**config.mk**
```make
export PLATFORM = sky130hd
export DESIGN_NAME = radix_number_formatter
export DESIGN_NICKNAME = d
export VERILOG_FILES = /design/src/rtl/rnf_pkg.sv /design/src/rtl/rnf_divider.sv /design/src/rtl/rnf_digit_stack.sv /design/src/rtl/radix_number_formatter.sv
export SDC_FILE = /design/constraint.sdc
export NUM_CORES = 1
export LEC_CHECK = 0
export BUFFER_PORTS_ARGS = -buffer_cell sky130_fd_sc_hd__buf_2
export CAP_MARGIN = 15
export CORE_ASPECT_RATIO = 1.4
export CORE_MARGIN = 10
export CORE_UTILIZATION = 42
export CTS_CLUSTER_DIAMETER = 150
export DETAILED_ROUTE_END_ITERATION = 12
export PLACE_DENSITY = 0.55
export SKIP_CTS_REPAIR_TIMING = 1
export SYNTH_ARGS = -nofsm -noshare
export SYNTH_HDL_FRONTEND = slang
export SYNTH_SLANG_ARGS = --single-unit
```
**constraint.sdc**
```tcl
create_clock -name clk -period 7.4 [get_ports clk]
set_clock_uncertainty 0.05 [all_clocks]
set_input_delay 0.74 -clock clk [delete_from_list [all_inputs] [get_ports clk]]
set_output_delay 0.74 -clock clk [all_outputs]
set_load 0.03 [all_outputs]
```
**src/rtl/rnf_pkg.sv**
```systemverilog
// shared types, constants and helper functions of the radix number formatter
// no dependencies
`timescale 1ns / 1ps

package rnf_pkg;

  // field widths
  localparam int BASE_W    = 6;
  localparam int CHAR_W    = 7;
  localparam int CNT_OUT_W = 7;

  // radix limits and digit coding
  localparam logic [BASE_W-1:0] BASE_MIN      = 6'd2;
  localparam logic [BASE_W-1:0] BASE_MAX      = 6'd36;
  localparam logic [BASE_W-1:0] DIGIT_LIMIT   = 6'd10;
  localparam logic [CHAR_W-1:0] CHAR_ZERO     = 7'd48;
  localparam logic [CHAR_W-1:0] CHAR_LETTER_A = 7'd65;

  // sequencer states
  typedef enum logic [1:0] {
    ST_IDLE,
    ST_DIVIDE,
    ST_READ,
    ST_LOAD
  } rnf_state_t;

  // status of the serial divider toward the sequencer
  typedef struct packed {
    logic              done;
    logic              quot_nz;
    logic [BASE_W-1:0] rem;
  } rnf_div_stat_t;

  // clamp the requested radix into 2..36
  function automatic logic [BASE_W-1:0] sat_base(input logic [BASE_W-1:0] b);
    logic [BASE_W-1:0] res;
    res = b;
    if (b < BASE_MIN) res = BASE_MIN;
    if (b > BASE_MAX) res = BASE_MAX;
    return res;
  endfunction

  // remainder to ascii: digits then upper-case letters
  function automatic logic [CHAR_W-1:0] digit_to_ascii(input logic [BASE_W-1:0] d);
    logic [CHAR_W-1:0] res;
    if (d < DIGIT_LIMIT) begin
      res = CHAR_ZERO + CHAR_W'(d);
    end else begin
      res = CHAR_LETTER_A + CHAR_W'(d - DIGIT_LIMIT);
    end
    return res;
  endfunction

endpackage

```
**src/rtl/rnf_divider.sv**
```systemverilog
// bit-serial restoring divider: one quotient bit per cycle
// depends on rnf_pkg
`timescale 1ns / 1ps

module rnf_divider #(
  parameter int VALUE_WIDTH = 64
) (
  input  logic                           clk,
  input  logic                           rst_n,
  input  logic                           start,
  input  logic [VALUE_WIDTH-1:0]         dividend,
  input  logic [rnf_pkg::BASE_W-1:0]     divisor,
  output logic [VALUE_WIDTH-1:0]         quotient,
  output rnf_pkg::rnf_div_stat_t         stat
);
  import rnf_pkg::*;

  localparam int CNTW = $clog2(VALUE_WIDTH);

  logic [VALUE_WIDTH-1:0] q_r, q_nxt;
  logic [BASE_W-1:0]      r_r, r_nxt;
  logic [BASE_W-1:0]      d_r;
  logic [CNTW-1:0]        cnt_r;
  logic                   busy_r;
  logic                   done_r;
  logic                   nz_r, nz_nxt;
  logic [BASE_W:0]        trial;
  logic                   qbit;

  // one restoring step: shift in the next dividend bit and try to subtract
  always_comb begin
    trial  = {r_r, q_r[VALUE_WIDTH-1]};
    qbit   = (trial >= {1'b0, d_r});
    r_nxt  = qbit ? BASE_W'(trial - {1'b0, d_r}) : BASE_W'(trial);
    q_nxt  = {q_r[VALUE_WIDTH-2:0], qbit};
    nz_nxt = nz_r | qbit;
  end

  // control of the iteration
  always_ff @(posedge clk) begin
    if (!rst_n) begin
      busy_r <= 1'b0;
      done_r <= 1'b0;
      cnt_r  <= '0;
    end else begin
      done_r <= 1'b0;
      if (start) begin
        busy_r <= 1'b1;
        cnt_r  <= '0;
      end else if (busy_r) begin
        cnt_r <= cnt_r + 1'b1;
        if (cnt_r == CNTW'(VALUE_WIDTH - 1)) begin
          busy_r <= 1'b0;
          done_r <= 1'b1;
        end
      end
    end
  end

  // datapath shift registers
  always_ff @(posedge clk) begin
    if (start) begin
      q_r  <= dividend;
      r_r  <= '0;
      d_r  <= divisor;
      nz_r <= 1'b0;
    end else if (busy_r) begin
      q_r  <= q_nxt;
      r_r  <= r_nxt;
      nz_r <= nz_nxt;
    end
  end

  assign quotient     = q_r;
  assign stat.done    = done_r;
  assign stat.quot_nz = nz_r;
  assign stat.rem     = r_r;

  // a finished step count always ends the run
  a_done_after_busy: assert property (@(posedge clk) disable iff (!rst_n)
    done_r |-> $past(busy_r) && !busy_r)
    else $error("divider done without a preceding run");

  // the remainder stays below the divisor
  a_rem_below_div: assert property (@(posedge clk) disable iff (!rst_n)
    done_r |-> (r_r < d_r))
    else $error("divider remainder not below divisor");

  // a start is never issued while a run is in progress
  a_no_restart: assert property (@(posedge clk) disable iff (!rst_n)
    busy_r |-> !start)
    else $error("divider restarted while busy");

endmodule

```
**src/rtl/rnf_digit_stack.sv**
```systemverilog
// digit store: one write port, one registered read port
// depends on rnf_pkg
`timescale 1ns / 1ps

module rnf_digit_stack #(
  parameter int DEPTH = 64,
  parameter int AW    = 6
) (
  input  logic                       clk,
  input  logic                       wr_en,
  input  logic [AW-1:0]              wr_addr,
  input  logic [rnf_pkg::CHAR_W-1:0] wr_data,
  input  logic                       rd_en,
  input  logic [AW-1:0]              rd_addr,
  output logic [rnf_pkg::CHAR_W-1:0] rd_data
);
  import rnf_pkg::*;

  logic [CHAR_W-1:0] mem [DEPTH];
  logic [CHAR_W-1:0] rd_data_r;

  // write port
  always_ff @(posedge clk) begin
    if (wr_en) begin
      mem[wr_addr] <= wr_data;
    end
  end

  // registered read port
  always_ff @(posedge clk) begin
    if (rd_en) begin
      rd_data_r <= mem[rd_addr];
    end
  end

  assign rd_data = rd_data_r;

endmodule

```
**src/rtl/radix_number_formatter.sv**
```systemverilog
// top level: integer to ascii conversion in a radix of 2..36
// depends on rnf_pkg, rnf_divider and rnf_digit_stack
`timescale 1ns / 1ps

// Usage
// in channel: one item is a number (low VALUE_WIDTH bits of value) and a base;
//   bases 0..1 act as 2 and 37..63 as 36.
// out channel: one item per digit, most significant first; tlast marks the
//   final digit and every item carries the total digit count. zero gives '0'.
// A bit-serial divider produces one digit per division, least significant
//   first, into a digit store. The store is then read back in reverse, each
//   digit through a registered read, then the output register.
// in_tready is high only between numbers; the next number is taken while the
//   final digit may still wait in the output register.
// A stalled receiver holds the output register and the read-back waits.
// Reset clears the sequencer and the output valid; the digit store is not
//   cleared, every entry is written before it is read.

module radix_number_formatter #(
  parameter int VALUE_WIDTH = 64
) (
  input  logic        clk,
  input  logic        rst_n,
  input  logic        in_tvalid,
  output logic        in_tready,
  input  logic [71:0] in_tdata,   // value [63:0], base [69:64], zero [71:70]
  output logic        out_tvalid,
  input  logic        out_tready,
  output logic [15:0] out_tdata,  // digit_char [6:0], digit_count [13:7], zero [15:14]
  output logic        out_tlast   // is_last
);
  import rnf_pkg::*;

  localparam int AW = $clog2(VALUE_WIDTH);
  localparam int CW = $clog2(VALUE_WIDTH + 1);

  rnf_state_t             state_r, state_nxt;
  logic [BASE_W-1:0]      base_r;
  logic [CW-1:0]          count_r;
  logic [AW-1:0]          ptr_r;
  logic                   out_tvalid_r;
  logic [CHAR_W-1:0]      out_char_r;
  logic                   out_last_r;
  logic [CNT_OUT_W-1:0]   out_cnt_r;

  logic                   in_acc;
  logic                   div_start;
  logic [VALUE_WIDTH-1:0] div_dividend;
  logic [BASE_W-1:0]      div_divisor;
  logic [VALUE_WIDTH-1:0] div_quot;
  rnf_div_stat_t          div_stat;
  logic                   wr_en;
  logic                   rd_en;
  logic [CHAR_W-1:0]      rd_data;
  logic                   out_load;
  logic                   next_div;

  assign in_acc = in_tvalid && in_tready;

  // serial divider
  rnf_divider #(
    .VALUE_WIDTH (VALUE_WIDTH)
  ) u_div (
    .clk      (clk),
    .rst_n    (rst_n),
    .start    (div_start),
    .dividend (div_dividend),
    .divisor  (div_divisor),
    .quotient (div_quot),
    .stat     (div_stat)
  );

  // digit store, written least significant first
  rnf_digit_stack #(
    .DEPTH (VALUE_WIDTH),
    .AW    (AW)
  ) u_stack (
    .clk     (clk),
    .wr_en   (wr_en),
    .wr_addr (count_r[AW-1:0]),
    .wr_data (digit_to_ascii(div_stat.rem)),
    .rd_en   (rd_en),
    .rd_addr (ptr_r),
    .rd_data (rd_data)
  );

  // next state
  always_comb begin
    state_nxt = state_r;
    unique case (state_r)
      ST_IDLE:   if (in_tvalid) state_nxt = ST_DIVIDE;
      ST_DIVIDE: begin
        if (div_stat.done) state_nxt = div_stat.quot_nz ? ST_DIVIDE : ST_READ;
      end
      ST_READ:   state_nxt = ST_LOAD;
      ST_LOAD: begin
        if (out_load) state_nxt = (ptr_r == '0) ? ST_IDLE : ST_READ;
      end
      default:   state_nxt = ST_IDLE;
    endcase
  end

  // sequencer outputs
  always_comb begin
    in_tready    = 1'b0;
    wr_en        = 1'b0;
    rd_en        = 1'b0;
    out_load     = 1'b0;
    next_div     = 1'b0;
    div_start    = 1'b0;
    div_dividend = div_quot;
    div_divisor  = base_r;
    unique case (state_r)
      ST_IDLE: begin
        in_tready    = 1'b1;
        div_start    = in_tvalid;
        div_dividend = in_tdata[VALUE_WIDTH-1:0];
        // first division takes the base straight from the incoming item
        div_divisor  = sat_base(in_tdata[69:64]);
      end
      ST_DIVIDE: begin
        wr_en     = div_stat.done;
        next_div  = div_stat.done && div_stat.quot_nz;
        div_start = next_div;
      end
      ST_READ:   rd_en = 1'b1;
      ST_LOAD:   out_load = !out_tvalid_r || out_tready;
      default: ;
    endcase
  end

  // state register and output valid
  always_ff @(posedge clk) begin
    if (!rst_n) begin
      state_r      <= ST_IDLE;
      out_tvalid_r <= 1'b0;
    end else begin
      state_r <= state_nxt;
      if (out_load) begin
        out_tvalid_r <= 1'b1;
      end else if (out_tready) begin
        out_tvalid_r <= 1'b0;
      end
    end
  end

  // digit bookkeeping
  always_ff @(posedge clk) begin
    if (in_acc) begin
      base_r  <= sat_base(in_tdata[69:64]);
      count_r <= '0;
    end
    if (wr_en) begin
      count_r <= count_r + 1'b1;
      if (!div_stat.quot_nz) ptr_r <= count_r[AW-1:0];
    end
    if (out_load && ptr_r != '0) begin
      ptr_r <= ptr_r - 1'b1;
    end
  end

  // output register
  always_ff @(posedge clk) begin
    if (out_load) begin
      out_char_r <= rd_data;
      out_last_r <= (ptr_r == '0);
      out_cnt_r  <= CNT_OUT_W'(count_r);
    end
  end

  assign out_tvalid = out_tvalid_r;
  assign out_tlast  = out_last_r;
  assign out_tdata  = {2'b00, out_cnt_r, out_char_r};

  // an accepted number always starts a division
  a_accept_divides: assert property (@(posedge clk) disable iff (!rst_n)
    in_acc |=> state_r == ST_DIVIDE)
    else $error("accepted number did not start a division");

  // the digit store never overflows
  a_store_bound: assert property (@(posedge clk) disable iff (!rst_n)
    wr_en |-> count_r < CW'(VALUE_WIDTH))
    else $error("digit store overflow");

  // loading the final digit marks it last and returns to idle
  a_last_digit: assert property (@(posedge clk) disable iff (!rst_n)
    (out_load && ptr_r == '0) |=> out_tlast && out_tvalid && state_r == ST_IDLE)
    else $error("final digit not flagged or sequencer not idle");

  // a read is always followed by the load stage
  a_read_then_load: assert property (@(posedge clk) disable iff (!rst_n)
    state_r == ST_READ |=> state_r == ST_LOAD)
    else $error("read stage not followed by load");

  // digits emitted never exceed the digits stored
  a_ptr_bound: assert property (@(posedge clk) disable iff (!rst_n)
    state_r == ST_LOAD |-> CW'(ptr_r) < count_r)
    else $error("read pointer beyond stored digits");

endmodule
```
==> summary.md <==
| Metric | Value |
|---|---|
| Core Area | `0.05513 mm²` |
| Tot GR Track Use | `15.89%` |
| Reg-to-reg startpoint | `ptr_r[3]$_DFFE_PP_` |
| Slew HR | `26.61%` |
| Number of global-route vias before repair | `12480` |
| Largest cells by area after synthesis | `edfxtp_1 72%, mux4_2 11%, nand2_1 3.9%, nor2_1 1.6%, dfxtp_1 1.5%` |
| Fin nets | `1534` |
| Multi-input logic area | `0.005674 mm²` |
| Outcome | `complete, no violations` |
| Initial Utilization | `around 42%` |
| Synthesized instance count | `1354` |
| Reg2reg end | `ptr_r[2]$_DFFE_PP_` |
| CP Capture Type | `flip-flop` |
| Max VDD drop | `0.1762 mV` |
| PwrDens | `roughly 280 mW/mm²` |
| Arr. time, crit path | `3920 ps` |
| Setup Viol. Count Final | `0` |
| Hold Path Depth | `3` |
| Synth top area share | `72.19%` |
| Max cap viols | `0` |
| Initial antenna violation count | `1` |
| Starting DRT DRC Count | `693` |
| CTS tree | `built` |
| Worst-path fanout max | `19` |
| Top_reg_cell synth | `edfxtp_1` |
| Final WL | `51470 µm` |
| Pre-Repair DR Iteration Count | `5` |
| Clk slew on worst S/H paths | `approximately 70 ps` |
| Clk root buf | `clkbuf_16` |
| Worst-skew pair later-pin latency | `620 ps` |
| Hold Crit Start | `in_tdata[35]` |
| Sequential area share after synthesis | `73.74%` |
| Syn Area/Cell | `17.17 µm²` |
| Hold Crit Class | `input pin to flip-flop` |
| Reg area | `0.01715 mm²` |
| Non-filler cells, final | `2215` |
| Worst slew pin tran | `1099 ps` |
| Die Width | `218.9 µm` |
| Layout cells sized above 1 | `21.52%` |
| ANT nets after route | `0` |
| GRT Residual Overflow | `0` |
| Worst R2R Path Depth | `4` |
| Number of fill cells | `4798` |
| Die height | `298.4 µm` |
| Via count | `11830` |
| RSZ-0062 raised after global routing | `no` |
| Global-route wire length before repair | `a little under 80000 µm` |
| Ys Warns | `0` |
| Row count | `between 100 and 150` |
| Slew Limit Fails | `0` |
| Synth unique cells | `57` |
| Crit path required time | `between 7000 and 8000 ps` |
| Worst R2R Setup Slack | `3630 ps` |
| P&R area growth vs syn | `12.44%` |
| WHS Endpoint | `u_div.quotient[35]$_DFFE_PP_` |
| Fin crit share | `slightly above 50%` |
| Post-synthesis async set-or-reset flop share | `0%` |
| Clock period minus worst slack | `about 3800 ps` |
| Setup TNS | `0 ps` |
| Buffers on Ports | `90` |
| H-tree lvl count | `2` |
| Final Hold Vio Count | `0` |
| Netlist Area Pre-Place | `around 0.023 mm²` |
| Largest net degree at the start of global routing | `101` |
| # clock sinks | `slightly below 600` |
| # diodes | `0` |
| Routability cong. | `~0.75` |
| Number of synthesized flops with an enable pin | `559` |
| I/O Pins | `95` |
| WS Path Type | `flip-flop to flip-flop` |
| Leakage | `8.777 nW` |
| WL/cell | `23.24 µm` |
| Via-to-Cell Ratio | `about 5.3` |
| Drc violations | `0` |
| CTS Buffer Depth | `3` |
| Fmax | `265.6 MHz` |
| Hpwl dp | `31410 µm` |
| Inst Count DP | `around 2100` |
| Die Area | `between 0.06 and 0.07 mm²` |
| Top cell type by total area after synthesis | `edfxtp_1` |
| CP Launch Type | `flip-flop` |
| TritonCTS buffer count | `between 50 and 60` |
| Synthesized flop and latch total | `577` |
-- kinds of logic after synthesis --
logic type	synth area share (%)
flops	73.74
simple gates	7.221
mux	12.27
compound gates	2.965
buf+inv	2.292
xor+xnor	0.7157
fa+ha+maj	0.7748
other cells	0.01613
-- cell usage in the layout, fill, tap and decap left out, types with 19 or more instances in the layout --
cell       netlist  layout
mux4_2         109     109
buf_2           16      90
inv_1           19      19
nand2_1        240     240
nor2_1         100     100
mux2i_1         20      19
o21ai_0         27      25
clkbuf_16        0      56
edfxtp_1       559     559
-- per-stage QoR --
| stage | worst slack, ps | area [µm²] | power [mW] | util, % | hold slack (ps) |
|---|---|---|---|---|---|
| finish | 3634 | 26150 | 7.381 | 47.42 | 348.3 |
| global route | 3225 | 26150 | 7.647 | 47.42 | 343.5 |
| CTS | 3668 | 26150 | 7.464 | 47.42 | 308.0 |
| detailed placement | 3713 | 24410 | 4.725 | 44.27 | 355.4 |
| global placement | 3796 | 24410 | 4.692 | 44.27 | 353.3 |
| floorplan | 777.7 | 23260 | 4.436 | - | 350.3 |
-- report_power, final --
group          total [mW]  internal, mW  switching, mW
sequential           4.01          3.98         0.0354
clock                2.74          1.54           1.20
combinational       0.626         0.129          0.496
total                7.38          5.65           1.73
-- cell usage after synthesis, drive strengths merged, types with 3 or more instances --
| library cell | count |
|---|---|
| nand3b | 4 |
| xor2 | 6 |
| a32oi | 4 |
| nand3 | 14 |
| xnor2 | 13 |
| or2 | 4 |
| inv | 20 |
| o21ai | 31 |
| nand2 | 240 |
| or3 | 9 |
| a221oi | 8 |
| nor2b | 10 |
| clkbuf | 32 |
| a21oi | 19 |
| mux2i | 20 |
| a22oi | 12 |
| dfxtp | 18 |
| buf | 42 |
| edfxtp | 559 |
| nor2 | 101 |
| and2 | 3 |
| a31oi | 4 |
| ha | 12 |
| and3 | 5 |
| o221ai | 4 |
| mux2 | 6 |
| mux4 | 114 |
| o22ai | 4 |
| nand2b | 6 |
| a2111oi | 3 |
-- critical path, stage by stage, from the launching register on --
cell      delay (ps)
edfxtp_1         720
nor2_1           950
nand2_1          200
o21ai_0          820
o21ai_0          610
-- sequential cells by signal, indices dropped and copies added, names as in the netlist, 7 cells and up --
name and count:
u_stack.mem 448, out_cnt_r 7, u_stack.rd_data 7, out_char_r 7, u_div.quotient 64, count_r 7
-- routing by layer --
metal  track usage [%]  vias to the layer above  wire [µm]
li1                  -                     5409          -
met1             19.79                     6018      20770
met2             27.32                      320      26620
met3             3.225                       77       2789
met4             4.919                        2       1278
met5                 0                        -         13
-- how the worst max path moves through the flow --
stage	from	end	slack (ps)	cells after the start
6_report	ptr_r[3]$_DFFE_PP_	ptr_r[2]$_DFFE_PP_	3630	4
5_1_grt	ptr_r[3]$_DFFE_PP_	ptr_r[3]$_DFFE_PP_	3220	4
4_1_cts	ptr_r[3]$_DFFE_PP_	ptr_r[4]$_DFFE_PP_	3670	4
3_5_place_dp	ptr_r[3]$_DFFE_PP_	ptr_r[5]$_DFFE_PP_	3710	4
3_3_place_gp	ptr_r[3]$_DFFE_PP_	ptr_r[4]$_DFFE_PP_	3800	4
2_1_floorplan	in_tvalid	u_div.quotient[0]$_DFFE_PP_	780	6
-- final cells by class --
cell class / instances / share of cell area (%)
Clock inverter: 35 / 1.086
Clock buffer: 64 / 5.551
Multi-Input combinational cell: 684 / 21.70
Inverter: 20 / 0.2871
Tap cell: 728 / 3.484
Sequential cell: 577 / 65.58
Timing Repair Buffer: 107 / 2.307
No activity file was read; power rests on OpenSTA's default activity.
